<file path="src/rtl/core/atrc_pkg.sv">
`default_nettype none

package atrc_pkg;

  localparam int DEFAULT_BUFFER_DEPTH = 4096;
  localparam int QUEUE_DEPTH          = 2;
  localparam int LEN_W                = 13;
  localparam int IDX_W                = 12;

  localparam logic [7:0] CH_CR = 8'h0D;
  localparam logic [7:0] CH_LF = 8'h0A;
  localparam logic [7:0] CH_O  = 8'h4F;
  localparam logic [7:0] CH_K  = 8'h4B;
  localparam logic [7:0] CH_E  = 8'h45;
  localparam logic [7:0] CH_R  = 8'h52;

  typedef enum logic [1:0] {
    OP_ARM  = 2'd0,
    OP_BYTE = 2'd1,
    OP_TICK = 2'd2,
    OP_READ = 2'd3
  } op_t;

  typedef enum logic [1:0] {
    ST_OK    = 2'd0,
    ST_ERROR = 2'd1,
    ST_FAIL  = 2'd2
  } st_t;

  typedef struct packed {
    logic [1:0]       operation;
    logic [7:0]       rx_byte;
    logic [15:0]      timeout_ticks;
    logic [IDX_W-1:0] read_index;
  } in_item_t;

  typedef struct packed {
    logic             busy_res;
    logic [1:0]       status;
    logic             finished;
    logic [LEN_W-1:0] received_length;
    logic [7:0]       read_data;
  } out_item_t;

  typedef struct packed {
    logic push;
  } q_ctrl_t;

endpackage

`default_nettype wire

</file>
<file path="src/rtl/core/atrc_queue.sv">
`default_nettype none

module atrc_queue
  import atrc_pkg::*;
#(
  parameter int DEPTH = QUEUE_DEPTH
) (
  input  wire logic      clk,
  input  wire logic      rst_n,
  input  wire q_ctrl_t   ctrl_in,
  output logic           full,
  input  wire out_item_t push_data,
  output logic           out_valid,
  input  wire logic      out_ready,
  output out_item_t      out_data
);

  localparam int PW = (DEPTH > 1) ? $clog2(DEPTH) : 1;
  localparam int CW = $clog2(DEPTH + 1);

  out_item_t       entry_r [DEPTH];
  logic [PW-1:0]   wr_ptr_r, wr_ptr_nxt;
  logic [PW-1:0]   rd_ptr_r, rd_ptr_nxt;
  logic [CW-1:0]   cnt_r, cnt_nxt;
  logic            pop;

  assign full      = (cnt_r == CW'(DEPTH));
  assign out_valid = (cnt_r != '0);
  assign out_data  = entry_r[rd_ptr_r];
  assign pop       = out_valid && out_ready;

  always_comb begin
    wr_ptr_nxt = wr_ptr_r;
    rd_ptr_nxt = rd_ptr_r;
    cnt_nxt    = cnt_r;
    if (ctrl_in.push) begin
      wr_ptr_nxt = (wr_ptr_r == PW'(DEPTH - 1)) ? '0 : wr_ptr_r + PW'(1);
    end
    if (pop) begin
      rd_ptr_nxt = (rd_ptr_r == PW'(DEPTH - 1)) ? '0 : rd_ptr_r + PW'(1);
    end
    if (ctrl_in.push && !pop) begin
      cnt_nxt = cnt_r + CW'(1);
    end else if (pop && !ctrl_in.push) begin
      cnt_nxt = cnt_r - CW'(1);
    end
  end

  always_ff @(posedge clk) begin
    if (!rst_n) begin
      wr_ptr_r <= '0;
      rd_ptr_r <= '0;
      cnt_r    <= '0;
    end else begin
      wr_ptr_r <= wr_ptr_nxt;
      rd_ptr_r <= rd_ptr_nxt;
      cnt_r    <= cnt_nxt;
    end
  end

  always_ff @(posedge clk) begin
    if (ctrl_in.push) begin
      entry_r[wr_ptr_r] <= push_data;
    end
  end

endmodule

`default_nettype wire

</file>
<file path="config.mk">
export PLATFORM = sky130hd
export DESIGN_NAME = atrc_queue
export DESIGN_NICKNAME = d
export VERILOG_FILES = /design/src/rtl/core/atrc_pkg.sv /design/src/rtl/core/atrc_queue.sv
export SDC_FILE = /design/constraint.sdc
export NUM_CORES = 1
export LEC_CHECK = 0
export BUFFER_PORTS_ARGS = -buffer_cell sky130_fd_sc_hd__clkbuf_2
export CAP_MARGIN = 10
export CELL_PAD_IN_SITES_DETAIL_PLACEMENT = 1
export CELL_PAD_IN_SITES_GLOBAL_PLACEMENT = 1
export CORE_MARGIN = 10
export CORE_UTILIZATION = 42
export DETAILED_ROUTE_END_ITERATION = 8
export MAX_ROUTING_LAYER = met4
export PLACE_DENSITY = 0.89
export SLEW_MARGIN = 40
export SYNTH_ARGS = -nofsm -noshare
export SYNTH_HDL_FRONTEND = slang
export SYNTH_SLANG_ARGS = --single-unit
</file>
<file path="constraint.sdc">
create_clock -name clk -period 2.4 [get_ports clk]
set_clock_uncertainty 0.2 [all_clocks]
set_input_delay 0.48 -clock clk [delete_from_list [all_inputs] [get_ports clk]]
set_output_delay 0.48 -clock clk [all_outputs]
set_load 0.005 [all_outputs]
</file>
==> key figures <==
Run status
  – Status: finished, final reports clean

Setup path
  – Flop-to-flop setup slack: 740 ps
  – Kind of cell with the highest combined delay on the critical path: flip-flops
  – Number of buffer and inverter instances along the worst setup path: 2
  – Startpoint class of the critical path: flop
  – Required time worst endpoint: 1720 ps
  – R2R depth: 4
  – Critical path start-end classification: reg2out
  – Critical R2R Capture: cnt_r[1]
  – Cell with the largest stage delay on the worst path: sky130_fd_sc_hd__dfxtp_1
  – Crit Reg-Reg Startpoint: cnt_r[0]
  – Critical Path Max Stage Delay: 470 ps
  – Critical path endpoint category: output port
  – Ordered list of cells on the worst path: buf_4 > mux2_2 > clkbuf_2
  – Worst path arrival time: 1490 ps
  – Top fanout value on the critical path: 11

Power
  – Share of total power in the clock network: 0.219
  – Largest vdd supply drop: 0.409 mV
  – Switch Pwr: 0.000569 W
  – Sequential fraction of design power: 0.530
  – Part of the power in combinational logic: 0.250
  – Power Density: 896 nW/µm²
  – Sw Share: 0.257
  – Leakage component of the power: 0.948 nW
  – Internal power: 0.00165 W

CTS
  – CTS Hold Buffers Added: 0
  – Resize count post-CTS: 0
  – Clock slew seen by the registers of the worst setup and hold paths: 90 ps
  – Clock tree from TritonCTS: yes
  – Root Buffer Master: sky130_fd_sc_hd__clkbuf_8
  – Maximum buffer depth of the clock tree: 2
  – Number of buffers created by CTS: 5
  – Post-CTS setup repair buffer count: 0
  – CTS Sinks: 55
  – Number of H-tree levels: 2
  – Later-pin clock latency in the skew report: 300 ps

STA
  – Fin Setup TNS: 0 ps
  – # setup viols final: 0
  – Final hold vios: 0
  – Highest clock rate: 460 MHz
  – Period Utilization, post-route: 0.905
  – Setup repair after global routing missed its margin: no
  – Hold WS: 160 ps
  – Final critical-path setup slack: 228 ps
  – Max transition margin: 0.708
  – Shortest period the worst path allows: 2170 ps
  – Max-slew violation count: 0
  – Least-Margin Pin Slew: 439 ps

Floorplan
  – Die Height: 89.4 µm
  – Standard-cell row count: 25
  – Ports placed on the boundary: 56
  – Initial Utilization: 0.431
  – Total die area: 7990 µm²
  – Die width: 89.4 µm
  – Std-Cell Core Area: 4690 µm²

Synthesis
  – Sequential area share after synthesis: 0.793
  – Syn Area/Cell: 20.2 µm²
  – Syn. warnings: 0
  – Dominant cells by area after synthesis: sky130_fd_sc_hd__edfxtp_1 74%, sky130_fd_sc_hd__mux2_2 14%, sky130_fd_sc_hd__dfxtp_1 5.0%, sky130_fd_sc_hd__and2_1 1.2%, sky130_fd_sc_hd__nor2b_1 0.93%
  – Post-synth cell types: 16
  – Cell types with the highest counts after synthesis: 50 x sky130_fd_sc_hd__edfxtp_1, 25 x sky130_fd_sc_hd__mux2_2, 5 x sky130_fd_sc_hd__dfxtp_1, 4 x sky130_fd_sc_hd__and2_1, 3 x sky130_fd_sc_hd__nor2b_1
  – Proportion of netlist area held by the largest area contributor: 0.743
  – Proportion of synthesized flip-flops having asynchronous set or reset: 0
  – Nets in the synthesized netlist: 130
  – Most used standard cell by instance count after synthesis: sky130_fd_sc_hd__edfxtp_1
  – Number of storage elements in the synthesis netlist: 55
  – Count of flip-flops with a built-in enable after synthesis: 50
  – Cell taking the most area after synthesis: sky130_fd_sc_hd__edfxtp_1
  – Cell area after technology mapping: 2020 µm²
  – Most used flip-flop cell after synthesis: sky130_fd_sc_hd__edfxtp_1
  – Cell count after synthesis: 100

Detailed routing
  – First-pass iteration count of the detailed router: 4
  – Final wirelength: 4.07 mm
  – Final routed wire length divided by cell count: 18.6 µm
  – Via-to-Cell Ratio: 4.96
  – Remaining DRCs: 0
  – Iter 0 DRT Violations: 61
  – Via Count: 1,087
  – Routed Antenna Nets: 0

Hold path
  – Hold Path Cell Cnt: 1
  – Worst min-delay path class: in2reg
  – Hold Startpoint: push_data[7]
  – Worst hold endpoint: entry_r[0][7]

Cells and area
  – Layout Cells excl Fill: 219
  – Total area of multi-input combinational cells: 404 µm²
  – Fill cell instance count of the final layout: 468
  – Layout cells sized above 1: 0.570
  – Flip-flop and latch area: 1600 µm²
  – Finished Core Util: 0.527
  – Net total in the final layout: 194
  – Synthesis-to-finish area growth: 22.3%
  – Number of antenna diodes: 0

Placement
  – Worst slack after detailed placement: 515 ps
  – Total instance count after detailed placement: 211
  – DPL Wire Length: 3.15 mm
  – GPL Wtd Cong: 0.695
  – Quantity of I/O buffers inserted on ports: 55

GRT
  – Number of global-route vias before repair: 1,238
  – First-pass GRT wire length: 6.44 mm
  – Largest net degree at the start of global routing: 27
  – Total global routing overflow: 0
  – Antenna violations before repair: 0
  – Global Route Usage Sum: 0.112

Flow run
  – Count of max-cap constraint violations: 0
==> layout make-up <==
cell class	count	share of cell area
Tap cell	54	0.0273
Clock buffer	6	0.0294
Clock inverter	2	0.00506
Multi-Input combinational cell	42	0.164
Timing Repair Buffer	60	0.127
Sequential cell	55	0.648
==> cells in the final DEF, fill, tap and decap left out <==
| cell | count |
|---|---|
| sky130_fd_sc_hd__and2_1 | 4 |
| sky130_fd_sc_hd__o21ai_1 | 1 |
| sky130_fd_sc_hd__clkbuf_1 | 1 |
| sky130_fd_sc_hd__o21a_1 | 1 |
| sky130_fd_sc_hd__nor2b_1 | 2 |
| sky130_fd_sc_hd__mux2_2 | 25 |
| sky130_fd_sc_hd__clkbuf_2 | 55 |
| sky130_fd_sc_hd__xnor2_1 | 2 |
| sky130_fd_sc_hd__clkinvlp_4 | 1 |
| sky130_fd_sc_hd__dfxtp_1 | 5 |
| sky130_fd_sc_hd__clkinv_2 | 1 |
| sky130_fd_sc_hd__or3_1 | 1 |
| sky130_fd_sc_hd__xor2_1 | 1 |
| sky130_fd_sc_hd__o21ai_0 | 1 |
| sky130_fd_sc_hd__or2_2 | 1 |
| sky130_fd_sc_hd__nor2b_2 | 1 |
| sky130_fd_sc_hd__a21boi_1 | 1 |
| sky130_fd_sc_hd__ha_1 | 1 |
| sky130_fd_sc_hd__buf_4 | 5 |
| sky130_fd_sc_hd__clkbuf_8 | 5 |
| sky130_fd_sc_hd__edfxtp_1 | 50 |
==> through the flow <==
stage / power, W / area, µm²
final: 0.00222 / 2470
after global routing: 0.00235 / 2470
after CTS: 0.00226 / 2470
after detailed placement: 0.00177 / 2390
after global placement: 0.00174 / 2390
after floorplan: 0.00153 / 2020
==> worst max path at each step <==
| stage | startpoint | to | slack (ps) | depth (start not counted) |
|---|---|---|---|---|
| finish | flop | out_data[21] | 230 | 3 |
| global route | flop | out_data[21] | 140 | 3 |
| CTS | flop | out_data[0] | 180 | 3 |
| detailed placement | flop | out_data[0] | 520 | 3 |
| global placement | flop | out_data[5] | 580 | 3 |
| floorplan | ctrl_in | entry_r[0][0] | 130 | 1 |
==> worst register-to-register path, stage by stage (launching register included) <==
cell,delay (ps)
sky130_fd_sc_hd__dfxtp_1,370
sky130_fd_sc_hd__o21ai_1,230
sky130_fd_sc_hd__ha_1,310
sky130_fd_sc_hd__or3_1,350
sky130_fd_sc_hd__a21boi_1,140
==> flip-flops by register name, indices dropped and copies added, names as in the netlist, named ones only <==
| signal | count |
|---|---|
| entry_r | 50 |
| cnt_r | 2 |
| wr_ptr_r | 1 |
| rd_ptr_r | 1 |
==> layer usage <==
layer  part of all wire  track usage  vias to the layer above
li1                   -            -                      506
met1               0.38        0.119                      533
met2               0.51        0.183                       42
met3              0.099       0.0501                        6
met4              0.011       0.0347                        0
met5                  0            -                        -
==> cells by family (layout without fill, tap and decap cells) <==
kind of cell	after synthesis	count (layout)	synth area share
flops	55	55	0.793
mux	25	25	0.139
simple gates	9	9	0.0279
compound gates	4	4	0.0124
xor+xnor	3	3	0.0130
buf+inv	3	68	0.00867
fa+ha+maj	1	1	0.00619
==> power groups by stage <==
stage / logic [W] / registers [W] / clock network [W]
after global placement: 0.000547 / 0.00119 / 0
after floorplan: 0.000354 / 0.00117 / 0
after CTS: 0.000576 / 0.00118 / 0.000503
after detailed placement: 0.000572 / 0.00120 / 0
after global routing: 0.000622 / 0.00119 / 0.000539
final: 0.000555 / 0.00117 / 0.000486
Note: power is estimated with default switching activity, not from simulation.
