--- src/rtl/core/atrc_pkg.sv ---
`default_nettype none

package atrc_pkg;

  localparam int DEFAULT_BUFFER_DEPTH = 4096;
  localparam int QUEUE_DEPTH          = 2;
  localparam int LEN_W                = 13;
  localparam int IDX_W                = 12;

  localparam logic [7:0] CH_CR = 8'h0D;
  localparam logic [7:0] CH_LF = 8'h0A;
  localparam logic [7:0] CH_O  = 8'h4F;
  localparam logic [7:0] CH_K  = 8'h4B;
  localparam logic [7:0] CH_E  = 8'h45;
  localparam logic [7:0] CH_R  = 8'h52;

  typedef enum logic [1:0] {
    OP_ARM  = 2'd0,
    OP_BYTE = 2'd1,
    OP_TICK = 2'd2,
    OP_READ = 2'd3
  } op_t;

  typedef enum logic [1:0] {
    ST_OK    = 2'd0,
    ST_ERROR = 2'd1,
    ST_FAIL  = 2'd2
  } st_t;

  typedef struct packed {
    logic [1:0]       operation;
    logic [7:0]       rx_byte;
    logic [15:0]      timeout_ticks;
    logic [IDX_W-1:0] read_index;
  } in_item_t;

  typedef struct packed {
    logic             busy_res;
    logic [1:0]       status;
    logic             finished;
    logic [LEN_W-1:0] received_length;
    logic [7:0]       read_data;
  } out_item_t;

  typedef struct packed {
    logic push;
  } q_ctrl_t;

endpackage

`default_nettype wire

--- src/rtl/core/atrc_front.sv ---
`default_nettype none

module atrc_front
  import atrc_pkg::*;
#(
  parameter int BUFFER_DEPTH = DEFAULT_BUFFER_DEPTH
) (
  input  wire logic                            clk,
  input  wire logic                            rst_n,
  input  wire logic                            in_valid,
  output logic                                 in_ready,
  input  wire in_item_t                        in_data,
  output logic                                 mem_we,
  output logic [$clog2(BUFFER_DEPTH)-1:0]      mem_waddr,
  output logic [7:0]                           mem_wdata,
  output logic                                 mem_re,
  output logic [$clog2(BUFFER_DEPTH)-1:0]      mem_raddr,
  input  wire logic [7:0]                      mem_rdata,
  output q_ctrl_t                              q_ctrl,
  input  wire logic                            q_full,
  output out_item_t                            push_data
);

  localparam int AW = $clog2(BUFFER_DEPTH);
  localparam int CW = $clog2(BUFFER_DEPTH + 1);
  localparam int XW = (CW > IDX_W) ? CW : IDX_W;

  logic             active_r, active_nxt;
  st_t              status_r, status_nxt;
  logic [CW-1:0]    count_r, count_nxt;
  logic [47:0]      recent_r, recent_nxt;
  logic [15:0]      ticks_r, ticks_nxt;
  logic             s1_valid_r, s1_valid_nxt;
  out_item_t        s1_item_r;
  logic             s1_hit_r;

  op_t              op;
  logic             accept;
  logic             push;
  logic             fin;
  logic             buf_full;
  logic [CW-1:0]    count_inc;
  logic             ok_hit;
  logic             err_hit;
  logic [15:0]      ticks_dec;
  logic [XW-1:0]    idx_ext;
  logic             rd_hit;
  out_item_t        item;

  assign op        = op_t'(in_data.operation);
  assign push      = s1_valid_r && !q_full;
  assign in_ready  = !s1_valid_r || !q_full;
  assign accept    = in_valid && in_ready;
  assign buf_full  = (count_r == CW'(BUFFER_DEPTH));
  assign count_inc = count_r + CW'(1);
  assign idx_ext   = XW'(in_data.read_index);
  assign rd_hit    = (op == OP_READ) && (idx_ext < XW'(count_r));

  assign ok_hit = (in_data.rx_byte == CH_LF) && (recent_r[7:0] == CH_CR)
               && (recent_r[15:8] == CH_K) && (recent_r[23:16] == CH_O)
               && (count_inc >= CW'(4));
  assign err_hit = (in_data.rx_byte == CH_LF) && (recent_r[7:0] == CH_CR)
                && (recent_r[15:8] == CH_R) && (recent_r[23:16] == CH_O)
                && (recent_r[31:24] == CH_R) && (recent_r[39:32] == CH_R)
                && (recent_r[47:40] == CH_E) && (count_inc >= CW'(7));

  assign mem_we    = accept && (op == OP_BYTE) && active_r && !buf_full;
  assign mem_waddr = count_r[AW-1:0];
  assign mem_wdata = in_data.rx_byte;
  assign mem_re    = accept && (op == OP_READ);
  assign mem_raddr = idx_ext[AW-1:0];

  always_comb begin
    active_nxt = active_r;
    status_nxt = status_r;
    count_nxt  = count_r;
    recent_nxt = recent_r;
    ticks_nxt  = ticks_r;
    ticks_dec  = ticks_r;
    fin        = 1'b0;
    unique case (op)
      OP_ARM: begin
        count_nxt  = '0;
        recent_nxt = '0;
        status_nxt = ST_FAIL;
        ticks_nxt  = in_data.timeout_ticks;
        if (in_data.timeout_ticks == 16'd0) begin
          active_nxt = 1'b0;
          fin        = 1'b1;
        end else begin
          active_nxt = 1'b1;
        end
      end
      OP_BYTE: begin
        if (active_r) begin
          if (!buf_full) begin
            count_nxt  = count_inc;
            recent_nxt = {recent_r[39:0], in_data.rx_byte};
            if (ok_hit) begin
              status_nxt = ST_OK;
              active_nxt = 1'b0;
              fin        = 1'b1;
            end else if (err_hit) begin
              status_nxt = ST_ERROR;
              active_nxt = 1'b0;
              fin        = 1'b1;
            end
          end else begin
            status_nxt = ST_FAIL;
            active_nxt = 1'b0;
            fin        = 1'b1;
          end
        end
      end
      OP_TICK: begin
        if (active_r) begin
          ticks_dec = (ticks_r != 16'd0) ? ticks_r - 16'd1 : ticks_r;
          ticks_nxt = ticks_dec;
          if (ticks_dec == 16'd0) begin
            active_nxt = 1'b0;
            fin        = 1'b1;
          end
        end
      end
      OP_READ: begin
      end
      default: begin
      end
    endcase
  end

  always_comb begin
    item                 = '0;
    item.busy_res        = active_nxt;
    item.status          = status_nxt;
    item.finished        = fin;
    item.received_length = LEN_W'(count_nxt);
  end

  always_comb begin
    s1_valid_nxt = s1_valid_r;
    if (accept) begin
      s1_valid_nxt = 1'b1;
    end else if (push) begin
      s1_valid_nxt = 1'b0;
    end
  end

  always_ff @(posedge clk) begin
    if (!rst_n) begin
      active_r   <= 1'b0;
      status_r   <= ST_FAIL;
      count_r    <= '0;
      recent_r   <= '0;
      ticks_r    <= '0;
      s1_valid_r <= 1'b0;
    end else begin
      s1_valid_r <= s1_valid_nxt;
      if (accept) begin
        active_r <= active_nxt;
        status_r <= status_nxt;
        count_r  <= count_nxt;
        recent_r <= recent_nxt;
        ticks_r  <= ticks_nxt;
      end
    end
  end

  always_ff @(posedge clk) begin
    if (accept) begin
      s1_item_r <= item;
      s1_hit_r  <= rd_hit;
    end
  end

  // read data lines up with the stage register: the RAM only reads on accept
  always_comb begin
    push_data           = s1_item_r;
    push_data.read_data = s1_hit_r ? mem_rdata : 8'h00;
  end

  assign q_ctrl.push = push;

endmodule

`default_nettype wire

--- config.mk ---
export PLATFORM = sky130hd
export DESIGN_NAME = atrc_front
export DESIGN_NICKNAME = d
export VERILOG_FILES = /design/src/rtl/core/atrc_pkg.sv /design/src/rtl/core/atrc_front.sv
export SDC_FILE = /design/constraint.sdc
export NUM_CORES = 1
export LEC_CHECK = 0
export ABC_CLOCK_PERIOD_IN_PS = 2600
export BUFFER_PORTS_ARGS = -buffer_cell sky130_fd_sc_hd__buf_4
export CAP_MARGIN = 15
export CELL_PAD_IN_SITES_DETAIL_PLACEMENT = 0
export CELL_PAD_IN_SITES_GLOBAL_PLACEMENT = 1
export CORE_MARGIN = 8
export CORE_UTILIZATION = 42
export DETAILED_ROUTE_END_ITERATION = 16
export PLACE_DENSITY = 0.86
export SYNTH_ARGS = -nofsm -noshare
export SYNTH_HDL_FRONTEND = slang
export SYNTH_SLANG_ARGS = --single-unit
--- constraint.sdc ---
create_clock -name clk -period 2.6 [get_ports clk]
set_input_delay 0.26 -clock clk [delete_from_list [all_inputs] [get_ports clk]]
set_output_delay 0.26 -clock clk [all_outputs]
set_load 0.05 [all_outputs]
==> flow_metrics.env <==
export IMPL_status="finished, final reports clean"
export IMPL_p_per_area_nw_per_um2=508
export IMPL_worstPathCellList="inv_1 > ha_1 > or3b_2 > o21ai_0 > o2bb2ai_1 > o2111ai_1 > nor4_2 > nor2_1 > a221o_1"
export IMPL_syn2layout_area_growth_pct=21.2
export IMPL_ir_drop_mv=0.235
export IMPL_fmaxAchievable_mhz=406
export IMPL_switching_share_pct=29.4
export IMPL_clk_latency_ps=360
export IMPL_dpl_hpwl_mm=12.3
export IMPL_rsz0062_at_grt="no"
export IMPL_synth_cell_types=74
export IMPL_whs_endpoint="s1_valid_r"
export IMPL_setup_viol=0
export IMPL_nets=888
export IMPL_grt_pass1_wl_mm=26.4
export IMPL_ys_warn_count=0
export IMPL_rr_worst_depth=9
export IMPL_die_h_um=136
export IMPL_fill_cells=1394
export IMPL_cp_end_kind="flop"
export IMPL_die_x_um=136
export IMPL_min_period_over_period_pct=94.8
export IMPL_tightest_slew_ps=561
export IMPL_grt_ovfl_total=0
export IMPL_multi_input_area_sq_um=3400
export IMPL_min_path_type="primary input to flop"
export IMPL_ys_seq_area_share_pct=35.5
export IMPL_cts_hold_buf=0
export IMPL_die_area_sq_um=18600
export IMPL_reg2reg_from="ticks_r[0]"
export IMPL_core_area_sq_um=14400
export IMPL_wl_per_cell_um=16.6
export IMPL_async_flop_share_pct=0
export IMPL_vias=5651
export IMPL_viasPerCell=5.62
export IMPL_final_common_cell="buf_4"
export IMPL_reg2reg_to="push_data[24]"
export IMPL_grt_max_degree=51
export IMPL_io_buffers=110
export IMPL_maxCapViolCount=0
export IMPL_final_hold_violation_count=0
export IMPL_synth_edf_count=18
export IMPL_reg2reg_slack_ps=140
export IMPL_clkPwrFrac_pct=36.5
export IMPL_finalCriticalPeriod_ps=2460
export IMPL_row_count=44
export IMPL_finClkSkew_ps=13.0
export IMPL_htreeDepth=3
export IMPL_fin_ws_ps=135
export IMPL_net_switching_power_mw=1.10
export IMPL_internal_power_mw=2.65
export IMPL_drtIter0Drc=345
export IMPL_maxSlewViolCount=0
export IMPL_cp_arrival_ps=2570
export IMPL_drive_above_1_share_pct=23.5
export IMPL_cts_buffers=9
export IMPL_io_pins=111
export IMPL_gp_congestion=0.900
export IMPL_start_kind="flop"
export IMPL_grt_antenna_before_repair=0
export IMPL_syn_num_nets=812
export IMPL_fin_tns_setup_ps=0
export IMPL_ant_nets=0
export IMPL_synth_area_sq_um=6090
export IMPL_track_usage_pct=17.5
export IMPL_root_buffer="clkbuf_16"
export IMPL_crit_fanout=6
export IMPL_min_delay_start="q_full"
export IMPL_holdPathStages=3
export IMPL_crit_required_ps=2710
export IMPL_wl_mm=16.7
export IMPL_crit_start="ticks_r[0]"
export IMPL_ys_ff_latch=99
export IMPL_clk_path_buf_depth=2
export IMPL_worstSetupPathType="flop to flop"
export IMPL_cts_tree="yes"
export IMPL_final_cell_mix="144 x buf_4, 86 x nand2_1, 81 x dfxtp_1"
export IMPL_start_util_pct=42.4
export IMPL_drcViolationCount=0
export IMPL_firstDrtPassIters=5
export IMPL_slew_headroom_pct=62.3
export IMPL_leakage_nw=2.91
export IMPL_seqPwrFrac_pct=43.2
export IMPL_combPwrFrac_pct=20.3
export IMPL_yosys_most_used_dff="dfxtp_1"
export IMPL_regArea_sq_um=2160
export IMPL_syn_area_per_cell_sq_um=8.21
export IMPL_place_ws_ps=105
export IMPL_cp_slowest_cell="or3b_2"
export IMPL_diodes=0
export IMPL_syn_inst=742
export IMPL_clock_sinks=99
export IMPL_cpPeakStageDelay_ps=460
export IMPL_clkTransAtPathRegs_ps=70
export IMPL_grt_pass1_vias=5270
-- repair_timing --
action / in CTS / in global routing
gates resized for setup: 0 / 8
endpoints found under the setup margin: 0 / 51
setup buffers: 0 / 2
-- worst max-delay path, delay by kind of cell, from the launching register on --
kind	cells	cell delay, ps
flip-flops	1	360
AND/OR/NAND/NOR	3	790
adder cells (fa/ha/maj)	1	180
AO/OA/AOI/OAI	4	770
buffers and inverters	1	120
-- power by group through the flow --
stage / combinational, mW / clock, mW / sequential, mW
CTS: 0.749 / 1.40 / 1.62
global placement: 0.742 / 0 / 1.65
floorplan: 0.477 / 0 / 1.69
detailed placement: 0.746 / 0 / 1.65
finish: 0.762 / 1.37 / 1.62
global route: 0.824 / 1.46 / 1.62
-- area by class of cell --
cell class / instances / share of cell area [%]
Clock buffer: 12 / 3.78
Clock inverter: 3 / 0.322
Inverter: 28 / 1.42
Multi-Input combinational cell: 531 / 46.0
Sequential cell: 99 / 29.3
Tap cell: 184 / 3.12
Timing Repair Buffer: 149 / 16.1
-- cell families (layout without fill, tap and decap cells) --
kind of cell / after synthesis / count (layout) / share of synthesized area [%]
compound gates: 196 / 196 / 22.8
xor+xnor: 8 / 8 / 1.15
fa+ha+maj: 20 / 20 / 4.11
simple gates: 302 / 302 / 26.2
buf+inv: 112 / 192 / 9.43
flops: 99 / 99 / 35.5
mux: 5 / 5 / 0.883
-- worst max-delay path by stage --
stage                     cells after the start  slack, ps       endpoint
after floorplan                               7         90    ticks_r[14]
after global placement                        9        180  push_data[24]
after detailed placement                      7        110  push_data[24]
after CTS                                     8         80         mem_we
after global routing                          8          3  push_data[21]
final                                         9        140  push_data[24]
-- cell usage after synthesis (9+ instances only) --
cell type	instances	share of area, %
dfxtp_1	81	27
a22oi_1	9	1.1
nor4_1	9	0.92
a21oi_1	30	2.5
nor2_1	32	2.0
inv_1	27	1.7
o21ai_0	37	3.0
nand2_1	88	5.4
nand3_1	61	5.0
a21boi_0	50	6.2
edfxtp_1	18	8.9
nor3_1	15	1.2
nand4_1	9	0.92
and2_1	17	1.7
ha_1	20	4.1
buf_2	23	1.9
clkbuf_1	25	1.5
nor2b_1	19	2.0
buf_4	33	4.1
-- flip-flops by register name, summed over array words and instances, names as in the netlist --
register and flops:
recent_r 48, push_data 17, ticks_r 16, count_r 13, status_r 2, active_r 1
s1_hit_r 1, s1_valid_r 1
-- metal layers --
layer | global-route usage (%) | vias to the layer above | wire [um]
met5 | 0 | - | 0
met4 | 7.57 | 0 | 370
met3 | 3.18 | 22 | 990
met2 | 28.6 | 158 | 7740
met1 | 22.0 | 2678 | 7630
li1 | - | 2793 | -
-- metrics by stage --
step	hold WS, ps	power (mW)	std cells	area [sq um]	utilization, %
2_1_floorplan	399	2.17	742	6090	-
3_3_place_gp	444	2.40	988	7000	48.7
3_5_place_dp	456	2.40	988	7000	48.7
4_1_cts	181	3.76	1003	7300	50.8
5_1_grt	209	3.91	1006	7390	51.4
6_report	187	3.75	1006	7390	51.4
No activity file was read; power rests on OpenSTA's default activity.
